File: src/sv/kmcd_pkg.sv
package kmcd_pkg;

    localparam int ROWS        = 8;
    localparam int COLUMNS     = 4;
    localparam int LIGHTS      = 23;
    localparam int ROW_W       = $clog2(ROWS);
    localparam int COL_W       = $clog2(COLUMNS);
    localparam int KEY_W       = ROW_W + COL_W;
    localparam int LIGHT_IDX_W = 5;

    // input and output stream payload widths, padded to whole bytes
    localparam int S_DATA_W = ((COL_W + ROWS + 7) / 8) * 8;
    localparam int M_FIELD_W = KEY_W + 1 + 1 + LIGHT_IDX_W + LIGHTS;
    localparam int M_DATA_W = ((M_FIELD_W + 7) / 8) * 8;

    // key numbers bounding the ranges of the indicator map
    localparam logic [KEY_W-1:0]       KEY_FIRST_LIT  = KEY_W'(16);
    localparam logic [KEY_W-1:0]       KEY_LOW_A_END  = KEY_W'(18);
    localparam logic [KEY_W-1:0]       KEY_LOW_B_END  = KEY_W'(23);
    localparam logic [KEY_W-1:0]       KEY_HIGH_A_END = KEY_W'(26);
    localparam logic [LIGHT_IDX_W-1:0] MAP_MIRROR     = LIGHT_IDX_W'(26);
    localparam logic [LIGHT_IDX_W-1:0] MAP_OFFSET_LOW = LIGHT_IDX_W'(8);
    localparam logic [LIGHT_IDX_W-1:0] MAP_OFFSET_HI  = LIGHT_IDX_W'(24);

    typedef struct packed {
        logic                   has_light;
        logic [LIGHT_IDX_W-1:0] light_index;
    } t_light;

    typedef struct packed {
        logic                   has_light;
        logic [LIGHT_IDX_W-1:0] light_index;
        logic [LIGHTS-1:0]      light_next;
    } t_event;

    function automatic t_light light_of_key(input logic [KEY_W-1:0] key);
        t_light res;
        res = '0;
        if (key >= KEY_FIRST_LIT) begin
            res.has_light = 1'b1;
            if (key <= KEY_LOW_A_END) begin
                res.light_index = MAP_MIRROR - LIGHT_IDX_W'(key);
            end else if (key <= KEY_LOW_B_END) begin
                res.light_index = LIGHT_IDX_W'(key) - MAP_OFFSET_LOW;
            end else if (key <= KEY_HIGH_A_END) begin
                res.light_index = MAP_MIRROR - LIGHT_IDX_W'(key);
            end else begin
                res.light_index = LIGHT_IDX_W'(key) - MAP_OFFSET_HI;
            end
        end
        return res;
    endfunction

endpackage

File: src/sv/kmcd_event_unit.sv
module kmcd_event_unit (
    input  logic [kmcd_pkg::KEY_W-1:0]  i_key,
    input  logic                        i_released,
    input  logic [kmcd_pkg::LIGHTS-1:0] i_lights,
    output kmcd_pkg::t_event            o_event
);
    import kmcd_pkg::*;

    t_light            w_map;
    logic              w_in_range;
    logic [LIGHTS-1:0] w_bit;

    always_comb begin
        w_map      = light_of_key(i_key);
        w_in_range = w_map.has_light && (32'(w_map.light_index) < 32'(LIGHTS));
        w_bit      = LIGHTS'(1) << w_map.light_index;

        o_event.has_light   = w_map.has_light;
        o_event.light_index = w_map.light_index;
        o_event.light_next  = i_lights;
        if (w_in_range) begin
            // press lights the indicator, release clears it
            if (i_released) begin
                o_event.light_next = i_lights & ~w_bit;
            end else begin
                o_event.light_next = i_lights | w_bit;
            end
        end
    end

endmodule

File: src/sv/key_matrix_change_detector.sv
// Key matrix change detector.
// Input stream: one transaction per scanned column, tdata = {row_levels, column}
// (row bit 1 = released). The block compares the levels with the stored levels
// of that column and emits one output transaction per changed row, lowest row
// first: key number, released flag, mapped indicator and the light vector after
// that event; tlast marks the final event of the column. A report without any
// change produces no output transaction.
// Throughput: rows are visited by one event unit, one row per cycle while the
// output is not stalled, from row 0 up to the highest changed row of the column.
// s_tready is high only between column reports, so the next column is taken only
// after the scan of the last one is through. An input transaction is stored in the
// scan registers, and each event built from them is then held in the output register.
// The output register holds a finished event while the receiver stalls; the scan
// waits on a changed row until that register is free, then carries on.
// Reset: all keys read as released, all lights off, no output pending.
module key_matrix_change_detector (
    input  logic                          i_clk,
    input  logic                          i_rst_n,
    input  logic                          i_s_tvalid,
    output logic                          o_s_tready,
    // [1:0] column, [9:2] row_levels, rest zero
    input  logic [kmcd_pkg::S_DATA_W-1:0] i_s_tdata,
    output logic                          o_m_tvalid,
    input  logic                          i_m_tready,
    // [4:0] key_number, [5] released, [6] has_light, [11:7] light_index,
    // [34:12] light_vector, rest zero
    output logic [kmcd_pkg::M_DATA_W-1:0] o_m_tdata,
    output logic                          o_m_tlast
);
    import kmcd_pkg::*;

    localparam logic ST_IDLE = 1'b0;
    localparam logic ST_SCAN = 1'b1;

    logic                r_state, n_state;
    logic [ROWS-1:0]     r_levels [COLUMNS];
    logic [LIGHTS-1:0]   r_lights, n_lights;
    logic [ROWS-1:0]     r_diff, n_diff;
    logic [ROWS-1:0]     r_now, n_now;
    logic [COL_W-1:0]    r_col, n_col;
    logic [ROW_W-1:0]    r_row, n_row;
    logic                r_out_valid, n_out_valid;
    logic [M_DATA_W-1:0] r_out_data, n_out_data;
    logic                r_out_last, n_out_last;

    logic [COL_W-1:0]    w_in_col;
    logic [ROWS-1:0]     w_in_levels;
    logic [ROWS-1:0]     w_in_diff;
    logic                w_accept;
    logic [ROWS-1:0]     w_row_bit;
    logic [ROWS-1:0]     w_rest;
    logic                w_cur;
    logic                w_out_free;
    logic                w_emit;
    t_event              w_event;

    assign w_in_col    = i_s_tdata[COL_W-1:0];
    assign w_in_levels = i_s_tdata[COL_W +: ROWS];
    assign o_s_tready  = (r_state == ST_IDLE);
    assign w_accept    = i_s_tvalid && o_s_tready;
    assign w_in_diff   = r_levels[w_in_col] ^ w_in_levels;

    assign w_row_bit  = ROWS'(1) << r_row;
    assign w_rest     = r_diff & ~w_row_bit;
    assign w_cur      = r_diff[r_row];
    assign w_out_free = !r_out_valid || i_m_tready;
    assign w_emit     = (r_state == ST_SCAN) && w_cur && w_out_free;

    kmcd_event_unit u_event (
        .i_key      ({r_col, r_row}),
        .i_released (r_now[r_row]),
        .i_lights   (r_lights),
        .o_event    (w_event)
    );

    always_comb begin
        n_state     = r_state;
        n_lights    = r_lights;
        n_diff      = r_diff;
        n_now       = r_now;
        n_col       = r_col;
        n_row       = r_row;
        n_out_valid = r_out_valid;
        n_out_data  = r_out_data;
        n_out_last  = r_out_last;

        if (r_out_valid && i_m_tready) begin
            n_out_valid = 1'b0;
        end

        unique case (r_state)
            ST_IDLE: begin
                if (w_accept) begin
                    n_diff  = w_in_diff;
                    n_now   = w_in_levels;
                    n_col   = w_in_col;
                    n_row   = '0;
                    n_state = (w_in_diff != '0) ? ST_SCAN : ST_IDLE;
                end
            end
            ST_SCAN: begin
                // unchanged rows are skipped; a changed row waits for the output
                if (!w_cur || w_emit) begin
                    n_diff = w_rest;
                    n_row  = r_row + ROW_W'(1);
                    if (w_rest == '0) begin
                        n_state = ST_IDLE;
                    end
                end
                if (w_emit) begin
                    n_lights    = w_event.light_next;
                    n_out_valid = 1'b1;
                    n_out_last  = (w_rest == '0);
                    n_out_data  = M_DATA_W'({w_event.light_next, w_event.light_index,
                                             w_event.has_light, r_now[r_row],
                                             r_col, r_row});
                end
            end
            default: begin
                n_state = ST_IDLE;
            end
        endcase
    end

    always_ff @(posedge i_clk) begin
        if (!i_rst_n) begin
            r_state     <= ST_IDLE;
            r_lights    <= '0;
            r_row       <= '0;
            r_diff      <= '0;
            r_out_valid <= 1'b0;
            for (int c = 0; c < COLUMNS; c++) begin
                r_levels[c] <= '1;
            end
        end else begin
            r_state     <= n_state;
            r_lights    <= n_lights;
            r_row       <= n_row;
            r_diff      <= n_diff;
            r_out_valid <= n_out_valid;
            if (w_accept) begin
                r_levels[w_in_col] <= w_in_levels;
            end
        end
    end

    always_ff @(posedge i_clk) begin
        r_now      <= n_now;
        r_col      <= n_col;
        r_out_data <= n_out_data;
        r_out_last <= n_out_last;
    end

    assign o_m_tvalid = r_out_valid;
    assign o_m_tdata  = r_out_data;
    assign o_m_tlast  = r_out_last;

`ifndef NO_ASSERTIONS
    // a scan always has a changed row left to report
    a_scan_has_work: assert property (@(posedge i_clk) disable iff (!i_rst_n)
        (r_state == ST_SCAN) |-> (r_diff != '0))
        else $error("scan active with no changed rows left");

    // rows below the scan position have all been reported
    a_rows_in_order: assert property (@(posedge i_clk) disable iff (!i_rst_n)
        (r_state == ST_SCAN) |-> ((r_diff & (w_row_bit - ROWS'(1))) == '0))
        else $error("changed row skipped by the scan");

    // the pending event carries the current light state
    a_light_vector: assert property (@(posedge i_clk) disable iff (!i_rst_n)
        o_m_tvalid |-> (o_m_tdata[KEY_W + 2 + LIGHT_IDX_W +: LIGHTS] == r_lights))
        else $error("light vector out of step with light state");

    // a key without an indicator reports index zero
    a_no_light_index: assert property (@(posedge i_clk) disable iff (!i_rst_n)
        (o_m_tvalid && !o_m_tdata[KEY_W + 1]) |->
            (o_m_tdata[KEY_W + 2 +: LIGHT_IDX_W] == '0))
        else $error("light index set for a key without indicator");
`endif

endmodule
File: config.mk
export PLATFORM = sky130hd
export DESIGN_NAME = key_matrix_change_detector
export DESIGN_NICKNAME = d
export VERILOG_FILES = /design/src/sv/kmcd_pkg.sv /design/src/sv/kmcd_event_unit.sv /design/src/sv/key_matrix_change_detector.sv
export SDC_FILE = /design/constraint.sdc
export NUM_CORES = 1
export LEC_CHECK = 0
export CORE_ASPECT_RATIO = 0.9
export CORE_MARGIN = 1.5
export CORE_UTILIZATION = 55
export CTS_CLUSTER_DIAMETER = 30
export DETAILED_ROUTE_END_ITERATION = 10
export DONT_BUFFER_PORTS = 1
export HOLD_SLACK_MARGIN = 0.02
export PLACE_DENSITY_LB_ADDON = 0.12
export SLEW_MARGIN = 15
export SYNTH_ARGS = -nofsm -noshare
export SYNTH_HDL_FRONTEND = slang
export SYNTH_SLANG_ARGS = --single-unit
export TNS_END_PERCENT = 5
File: constraint.sdc
create_clock -name i_clk -period 3.9 [get_ports i_clk]
set_input_delay 0.39 -clock i_clk [delete_from_list [all_inputs] [get_ports i_clk]]
set_output_delay 0.39 -clock i_clk [all_outputs]
set_load 0.05 [all_outputs]
==> impl_metrics.yaml, run 1 <==
detailed_routing:
  routed_wl_microns: 12400
  drc: 0
  drtPass1Iterations: 5
  via_per_inst: 6.19
  ant_nets: 0
  vias: 3962
  first_iter_violations: 230
  routedWlPerCell_microns: 19.3
global_routing:
  grt_pass1_vias: 3812
  grt_pass1_wl_microns: 20200
  antenna_found_initial: 0
  grtUsageTotal_pct: 24.7
  grt_max_degree: 30
  gr-total-overflow: 0
critical_path:
  crit_path_end: "o_m_tdata[15]"
  r2r_cells: 8
  cp-startpoint: "r_col[0]"
  rr_endpoint: "o_m_tdata[15]"
  crit_type: "flip-flop to flip-flop"
  cp_top_family: "simple AND/OR/NAND/NOR gates"
  max_stage_delay_ns: 0.61
  cp-end-kind: "flip-flop"
  cp_num_buf_inv: 1
  reg2reg_from: "r_col[0]"
  worstPathRequired_ns: 4.06
  crit_fanout: 13
  worst_ep_arrival_time_ns: 3.79
  path_cells: "inv_1 -> ha_1 -> and4bb_1 -> or3_1 -> nor4_2 -> o211ai_2 -> or4b_1 -> mux2_1"
  startpoint_type: "flip-flop"
  regToRegSetupSlack_ns: 0.27
  cp_slowest_cell: "or4b_1"
  crit_cells: 8
sta:
  worstMarginPinSlew_ns: 0.877
  grt_setup_unrepaired: "false"
  fmax_ghz: 0.275
  fin_setup_tns_ns: 0
  maxSlewHeadroom_pct: 41.2
  report.final.slew_viol_count: 0
  fin_crit_ns: 3.63
  period_share_pct: 93.1
  finalHoldViolCount: 0
  setup_viol: 0
  fin_ws_ns: 0.270
  clock_skew_ns: 0.00932
place:
  place_hpwl_microns: 8420
  dp_slack_ns: 0.335
  gp_congestion: 0.870
  io_buffers: 0
cells_and_area:
  ff_latch_area_sq_mm: 0.00306
  multi_input_area_sq_mm: 0.00240
  fillers: 812
  final_nets: 527
  drive_gt1_share_pct: 17.0
  area_growth_pct: 11.4
  num_antenna_cells: 0
floorplan:
  pin_count: 63
  core-area_sq_mm: 0.0102
  die_area_sq_mm: 0.0110
  start_util_pct: 56.1
  die_x_microns: 110
  num_rows: 35
  fp.dieH_microns: 99.5
yosys:
  synth-compound-area-share_pct: 14.6
  netlist_top_cells_area: "edfxtp_1 41%, dfxtp_1 13%, mux4_2 4.3%"
  synth_top_family_by_area: "simple AND/OR/NAND/NOR gates"
  syn_inst: 497
  yosysSeqAreaShare_pct: 53.8
  netlist.top_cell.by_area: "edfxtp_1"
  netlist.area_leader.share_pct: 41.1
  async_reset_ff_share_pct: 0
  syn_area_per_cell_sq_um: 11.5
  synthMuxAreaShare_pct: 8.24
  netlist_area_sq_mm: 0.00570
  synth_edf_count: 78
  synth_xor_area_share_pct: 1.23
  ys_types: 71
  ys_ff_latch: 114
  synth_flop_cell: "edfxtp_1"
  yosys.area_share.simple_pct: 15.6
  yosys_warnings: 0
  synthAdderAreaFrac_pct: 2.15
hold_path:
  hold_path.class: "input port to flip-flop"
  hold_depth: 0
clocking:
  cts_setup_buffers: 0
  path_clk_slew_ns: 0.05
  cts_hold_buf: 0
  cts_tree: "yes"
  root_buffer: "clkbuf_16"
  cts.sinks: 114
  cts.repair.resized: 0
  numCtsBuffers: 17
  cts_buffer_depth: 2
  clk_latency_ns: 0.41
  cts_max_level: 4
pwr:
  power_uw: 3060
  power_density_mw_per_mm2: 483
  comb_power_share_pct: 8.8
  peakVddDrop_v: 0.000283
  power_leakage_uw: 0.00213
  p_int_uw: 2250
  p_sw_share_pct: 26.4
  pwr-share-clk_pct: 45.2
  power_switching_uw: 808
  seqPwrFrac_pct: 46.0
outcome:
  status: "finished, final reports clean"
flow_run:
  max_cap_viol_count: 0
-- metal layers --
metal | wire (microns) | GRT usage (%) | part of all wire, %
met2 | 5720 | 36.6 | 46
met4 | 105 | 7.20 | 0.85
met3 | 736 | 6.95 | 6.0
met5 | 0 | 0 | 0
met1 | 5810 | 35.3 | 47
-- state kept, by name, indices dropped and copies added (netlist names), 2 cells and up --
name       count
r_now          8
r_lights      23
r_levels      32
r_diff         8
r_row          3
o_m_tdata     35
r_col          2
-- cell families (layout without fill, tap and decap cells) --
logic type | count (synthesis) | count (layout)
simple gates | 162 | 162
xor+xnor | 8 | 8
mux | 32 | 32
buf+inv | 56 | 66
compound gates | 114 | 114
other cells | 1 | 5
fa+ha+maj | 10 | 10
flops | 114 | 114
-- power by group through the flow --
stage               registers, uW  clock network [uW]  logic [uW]
finish                       1410                1380         270
global route                 1410                1460         295
CTS                          1410                1400         268
detailed placement           1430                   0         266
global placement             1430                   0         263
floorplan                    1420                   0         216
-- how the worst min path moves through the flow --
stage,from,endpoint,slack (ns)
3_3_place_gp,r_lights[18],o_m_tdata[30],0.41
4_1_cts,i_s_tdata[8],r_now[6],0.07
5_1_grt,i_s_tdata[8],r_now[6],0.06
6_report,i_s_tdata[7],r_now[5],0.08
2_1_floorplan,r_lights[16],r_lights[16],0.43
3_5_place_dp,r_lights[16],o_m_tdata[28],0.41
-- stage by stage --
stage | util, % | instances | hold WS (ns) | instance area (sq um)
2_1_floorplan | - | 501 | 0.428 | 5710
3_3_place_gp | 57.2 | 608 | 0.409 | 5810
3_5_place_dp | 57.2 | 608 | 0.414 | 5810
4_1_cts | 62.4 | 640 | 0.0655 | 6340
5_1_grt | 62.4 | 640 | 0.0559 | 6340
6_report | 62.4 | 640 | 0.0750 | 6340
-- cells in the mapped netlist (11+ instances only) --
cell,number
or2_2,16
nand2_1,32
o31ai_1,22
nand2b_1,24
mux2i_1,12
dfxtp_1,36
o211ai_1,11
a21oi_1,17
nor2_1,25
clkbuf_1,24
edfxtp_1,78
inv_1,16
nand3_1,11
mux4_2,11
o21ai_0,16
-- placed cells by master, fill, tap and decap left out, drive strengths merged, types with 4 or more instances in the layout --
cell type and instances:
edfxtp 78, dfxtp 36, nand2 32, nor2 26, nand2b 24, o31ai 22
o21ai 22, clkbuf 20, inv 20, a21oi 17, buf 17, or2 17
o211ai 13, mux2i 12, mux4 11, nand3 11, nor3 9, ha 9
mux2 9, xnor2 8, nand4 7, and2 6, a21boi 6, clkinv 6
and3 5, conb 5, nor4 5, or3 4, or4 4, o21a 4
a221oi 4
-- cell type report --
| class | count | share of cell area (%) |
|---|---|---|
| inverter | 17 | 1.01 |
| clock inverter | 12 | 1.32 |
| timing repair buffer | 17 | 2.01 |
| clock buffer | 20 | 7.04 |
| multi-input combinational | 331 | 37.8 |
| tap | 129 | 2.54 |
| sequential | 114 | 48.3 |
(Power assumes the default switching activity.)
==> inputs of run 2 (changes only) <==
- SYNTH_HIERARCHICAL: default -> 1
==> run 2 against run 1 <==
  * Global-route usage decreased by 2.2 points
  * Combinational power increased by 5%
  * Register-to-register slack improved by 0.34 ns
  * Flip-flop and latch count unchanged
  * Count of clock-buffer cells in the layout increased by 1
  * Critical path depth increased by 2
  * Utilization about the same
  * Final cell count increased by 0.78%
  * Wire length decreased by 8.5%
  * Via count decreased by 5.8%
  * Final area about the same
==> impl_metrics.yaml, run 2 <==
cells_and_area:
  final_nets: 535
  ff_latch_area_sq_mm: 0.00306
  postLayoutCellArea_sq_mm: 0.00635
  final_common_cell: "nand2_1"
  fillers: 813
  area_growth_pct: 11.4
  layout_common_cells: "82 x nand2_1, 78 x edfxtp_1, 42 x mux2i_1"
  multi_input_area_sq_mm: 0.00235
  drive_gt1_share_pct: 15.1
  num_antenna_cells: 0
  largest_reg_flops: 35
pwr:
  p_int_uw: 2360
  peakVddDrop_v: 0.000359
  comb_power_share_pct: 8.9
  power_leakage_uw: 0.00212
  p_sw_share_pct: 25.7
  power_switching_uw: 817
  pwr-share-clk_pct: 46.3
  power_density_mw_per_mm2: 501
  seqPwrFrac_pct: 44.8
yosys:
  ys_types: 60
  netlist_top_cells_area: "edfxtp_1 41%, dfxtp_1 13%, mux2i_1 7.4%"
  yosys_warnings: 6
  ys_ff_latch: 114
  netlist_area_sq_mm: 0.00570
  yosysMostFrequentCell: "nand2_1"
  netlist.top_cell.by_area: "edfxtp_1"
  synth_flop_cell: "edfxtp_1"
  syn_inst: 503
  netlist.area_leader.share_pct: 41.1
  synth_edf_count: 78
  async_reset_ff_share_pct: 0
  yosysSeqAreaShare_pct: 53.8
  synth_common_cells: "82 x nand2_1, 78 x edfxtp_1, 42 x mux2i_1"
  syn_area_per_cell_sq_um: 11.3
detailed_routing:
  ant_nets: 0
  routed_wl_microns: 11300
  drtPass1Iterations: 5
  vias: 3732
  via_per_inst: 5.79
  first_iter_violations: 331
  routedWlPerCell_microns: 17.5
  drc: 0
critical_path:
  cp_top_family: "simple AND/OR/NAND/NOR gates"
  cpMostUsedCell: "mux2i_1"
  crit_type: "flip-flop to flip-flop"
  startpoint_type: "flip-flop"
  crit_fanout: 13
  cp_num_buf_inv: 1
  cp_slowest_cell: "edfxtp_1"
  cp-end-kind: "flip-flop"
  worst_ep_arrival_time_ns: 3.63
  path_cells: "inv_1 -> ha_1 -> nor4bb_1 -> or3_1 -> o21ai_4 -> xnor2_2 -> nand4_1 -> mux2i_1 -> nand2_1 -> mux2i_1"
  worstPathRequired_ns: 4.24
  max_stage_delay_ns: 0.57
  r2r_cells: 10
  crit_cells: 10
place:
  gp_congestion: 0.846
  placed_area_sq_mm: 0.00577
  place_hpwl_microns: 7410
  io_buffers: 0
  dp_slack_ns: 0.658
global_routing:
  gr-usage-met2_pct: 32.6
  grtUsageTotal_pct: 22.5
  grt_max_degree: 72
  grt_pass1_wl_microns: 18500
  gr-total-overflow: 0
  grt.busiest_layer: "met2"
  grtUsageMet3_pct: 6.49
  grtUsageMet1_pct: 32.2
  antenna_found_initial: 0
  grt_pass1_vias: 3602
hold_path:
  hold_path.class: "input port to flip-flop"
  hold_depth: 0
clocking:
  cts_setup_buffers: 0
  cts.sinks: 114
  cts_hold_buf: 0
  cts_buffer_depth: 2
  cts_max_level: 4
  root_buffer: "clkbuf_16"
  cts.repair.resized: 0
  cts_tree: "yes"
  numCtsBuffers: 17
  clk_latency_ns: 0.41
  path_clk_slew_ns: 0.05
flow_run:
  max_cap_viol_count: 0
floorplan:
  num_rows: 35
  fp.dieH_microns: 99.6
  pin_count: 63
  die_x_microns: 110
  core-area_sq_mm: 0.0102
  start_util_pct: 56.1
  die_area_sq_mm: 0.0110
sta:
  fin_ws_ns: 0.609
  setup_viol: 0
  fmax_ghz: 0.304
  report.final.slew_viol_count: 0
  clock_skew_ns: 0.00819
  finalHoldViolCount: 0
  period_share_pct: 84.4
  maxSlewHeadroom_pct: 54.4
  fin_crit_ns: 3.29
  fin_setup_tns_ns: 0
  grt_setup_unrepaired: "false"
  worstMarginPinSlew_ns: 0.677
outcome:
  status: "finished, final reports clean"
==> run 2: metrics by stage <==
step,total power (uW),cells,hold slack [ns],utilization (%)
after floorplan,1680,507,0.431,-
after global placement,1720,613,0.439,56.8
after detailed placement,1730,613,0.449,56.8
after CTS,3200,645,0.0664,62.5
after global routing,3290,645,0.0618,62.5
final,3180,645,0.0763,62.5
==> run 2: final timing paths <==
kind	start	slack, ns	to
worst max register to register	r_col[0]	0.61	r_lights[13]
worst min register to register	r_lights[15]	0.46	r_lights[15]
worst max-delay path	r_col[0]	0.61	r_lights[13]
worst min-delay path	i_s_tdata[0]	0.08	r_col[0]
==> run 2: power groups by stage <==
stage / Combinational (uW) / Sequential (uW) / Clock [uW]
detailed placement: 279 / 1450 / 0
finish: 284 / 1420 / 1470
CTS: 282 / 1420 / 1490
global placement: 275 / 1450 / 0
floorplan: 240 / 1440 / 0
global route: 311 / 1430 / 1550
==> run 2: area by class of cell <==
cell class | count | share of cell area [%]
inverter | 29 | 1.71
multi-input combinational | 331 | 37.0
clock inverter | 11 | 1.16
clock buffer | 21 | 7.92
sequential | 114 | 48.3
timing repair buffer | 10 | 1.38
tap | 129 | 2.54
==> run 2: per-layer routing <==
metal / vias up / part of all wire [%]
li1: 1796 / -
met1: 1813 / 48
met2: 111 / 45
met3: 12 / 5.9
met4: 0 / 1.0
met5: - / 0
==> run 2: kinds of logic (layout without fill, tap and decap cells) <==
logic type | after synthesis | count (layout) | share of synthesized area [%]
flops | 114 | 114 | 53.8
other cells | 1 | 5 | 0.0658
simple gates | 182 | 182 | 15.9
buf+inv | 62 | 71 | 5.27
mux | 52 | 52 | 11.5
compound gates | 68 | 68 | 8.94
xor+xnor | 12 | 12 | 1.98
fa+ha+maj | 12 | 12 | 2.63
==> inputs of run 3 (changes only) <==
- ABC_AREA: default -> 1
- clock period: 3.9 -> 2.75 ns (I/O delays scaled with it)
==> run 3 against run 2 <==
  * Clock skew is 0.0081 ns higher
  * Non-clock buffer count rose by 17
  * Wire length rose by 11%
  * Register-to-register slack got worse by 0.29 ns
  * Synthesized cell count up 28%
  * Final area up 2.0%
  * Clock power up 45%
  * Via count up 17%
  * Hold slack worse by 0.043 ns
  * Critical path type unchanged
==> impl_metrics.yaml, run 3 <==
yosys:
  yosys_warnings: 6
  netlist_area_sq_mm: 0.00567
  ys_types: 41
  yosysMostFrequentCell: "nand2_1"
  synth_flop_cell: "edfxtp_1"
  netlist.top_cell.by_area: "edfxtp_1"
  yosysSeqAreaShare_pct: 54.0
  synth_common_cells: "197 x nand2_1, 78 x edfxtp_1, 61 x nor2_1"
  syn_inst: 645
  syn_area_per_cell_sq_um: 8.79
  netlist.area_leader.share_pct: 41.3
  async_reset_ff_share_pct: 0
  synth_edf_count: 78
  ys_ff_latch: 114
  netlist_top_cells_area: "edfxtp_1 41%, nand2_1 13%, dfxtp_1 13%"
clocking:
  cts_buffer_depth: 2
  numCtsBuffers: 17
  root_buffer: "clkbuf_16"
  clk_latency_ns: 0.40
  cts.sinks: 114
  path_clk_slew_ns: 0.05
  cts_tree: "yes"
  cts_max_level: 4
global_routing:
  gr-total-overflow: 0
  grt_max_degree: 60
  grt_pass1_vias: 4217
  grtUsageTotal_pct: 25.3
  grt_pass1_wl_microns: 20700
  antenna_found_initial: 0
cells_and_area:
  final_nets: 698
  num_antenna_cells: 0
  layout_common_cells: "197 x nand2_1, 78 x edfxtp_1, 58 x nor2_1"
  drive_gt1_share_pct: 16.2
  fin_cells: 805
  area_growth_pct: 14.1
  fin_util_pct: 65.9
  largest_reg_flops: 35
  final_common_cell: "nand2_1"
detailed_routing:
  routedWlPerCell_microns: 15.6
  met2_length_microns: 5570
  drc: 0
  routed-wl-met3_microns: 1010
  first_iter_violations: 399
  wl_met1_microns: 5840
  top_layer_used: "met4"
  drtPass1Iterations: 6
  ant_nets: 0
  routed_wl_microns: 12500
  via_per_inst: 5.40
  vias: 4350
critical_path:
  crit_fanout: 10
  worst_ep_arrival_time_ns: 2.77
  cp-startpoint: "r_col[0]"
  worstPathRequired_ns: 3.09
  max_stage_delay_ns: 0.42
  cpMostUsedCell: "nor2_1"
  cp-end-kind: "flip-flop"
  crit_type: "flip-flop to flip-flop"
  startpoint_type: "flip-flop"
  path_cells: "inv_2 -> ha_1 -> nand2_1 -> nor2_1 -> nor2_1 -> nor2_4 -> nand2_2 -> nand2_4 -> nand3_1 -> nand3_4 -> inv_4 -> nor3_4 -> nand2_1 -> o21ai_1 -> o21ai_1 -> nor2_1"
  cp_slowest_cell: "edfxtp_1"
  reg2reg_from: "r_col[0]"
pwr:
  peakVddDrop_v: 0.000489
  power_density_mw_per_mm2: 760
  power_leakage_uw: 0.00263
place:
  gp_congestion: 0.873
  io_buffers: 0
  place_hpwl_microns: 8470
  dp.cells: 758
floorplan:
  pin_count: 63
  core-area_sq_mm: 0.00983
  start_util_pct: 57.7
  fp.dieH_microns: 99.3
  num_rows: 34
  die_area_sq_mm: 0.0109
  die_x_microns: 110
sta:
  maxSlewHeadroom_pct: 32.5
  period_share_pct: 88.5
  fmax_ghz: 0.411
  report.final.slew_viol_count: 0
  finalHoldViolCount: 0
  setup_viol: 0
  fin_crit_ns: 2.43
  grt_setup_unrepaired: "false"
  worstMarginPinSlew_ns: 1.01
  fin_setup_tns_ns: 0
  clock_skew_ns: 0.0163
hold_path:
  hold_path.class: "input port to flip-flop"
  hp-start: "i_rst_n"
outcome:
  status: "finished, final reports clean"
flow_run:
  max_cap_viol_count: 0
==> run 3: cell count changes in the layout (fill, tap and decap cells not counted), moves of 14 or more <==
| cell | change |
|---|---|
| nand2_1 | +115 |
| nor2_1 | +44 |
| mux2i_1 | -42 |
| o21ai_1 | +39 |
| nor2_2 | +27 |
| nand3_1 | +26 |
| inv_1 | +17 |
| nand2b_1 | -15 |
| or2_2 | -14 |
==> run 3: worst paths after layout <==
kind                                       to  slack [ns]  depth (start not counted)
worst max-delay path              r_lights[4]        0.32                         16
worst min-delay path              r_lights[6]        0.03                          2
worst max register to register    r_lights[4]        0.32                         16
worst min register to register  o_m_tdata[30]        0.45                          0
==> run 3: metal layers <==
| layer | GRT usage [%] | vias up |
|---|---|---|
| met5 | 0 | - |
| li1 | - | 2146 |
| met1 | 35.5 | 2022 |
| met2 | 37.7 | 170 |
| met3 | 7.80 | 12 |
| met4 | 7.49 | 0 |
==> run 3: cell type report <==
type                       instances  area [sq um]
inverter                          58           225
tap                              126           158
clock inverter                    10           108
timing repair buffer              27           235
fill                             779          3360
sequential                       114          3060
multi-input combinational        448          2210
clock buffer                      22           474
==> run 3: timing repair <==
item | in CTS | in global routing
gates resized for setup | 0 | 5
hold buffers | 13 | 0
hold endpoints to repair | 34 | 0
setup endpoints to repair | 0 | 25
buffers inserted | 0 | 2
==> run 3: critical path: cells and delay by family (launching register included) <==
family	cells	cell delay, ns
flops	1	0.42
simple gates	11	1.32
compound gates	2	0.30
buf+inv	2	0.16
fa+ha+maj	1	0.18
==> run 3: where the power goes <==
part	total [uW]	internal (uW)	switching [uW]
clock network	2130	1400	738
registers	2140	1970	171
logic	642	210	432
==> run 3: logic make-up after synthesis <==
logic type / Yosys count / synth area share, %
and+or+nand+nor: 351 / 27.7
DFF: 114 / 54.0
buffers and inverters: 87 / 7.79
AOI/OAI and AO/OA: 79 / 7.63
adders and majority gates: 12 / 2.65
xor gates and xnor gates: 1 / 0.154
other: 1 / 0.0661
==> run 3: through the flow <==
step | area (sq um) | setup WS (ns) | total power, uW | hold slack (ns)
detailed placement | 5720 | 0.223 | 2780 | 0.374
CTS | 6440 | 0.166 | 4930 | 0.0284
finish | 6470 | 0.317 | 4920 | 0.0336
global placement | 5720 | 0.296 | 2760 | 0.374
floorplan | 5690 | 0.465 | 2680 | 0.374
global route | 6470 | 0.00522 | 5130 | 0.0508
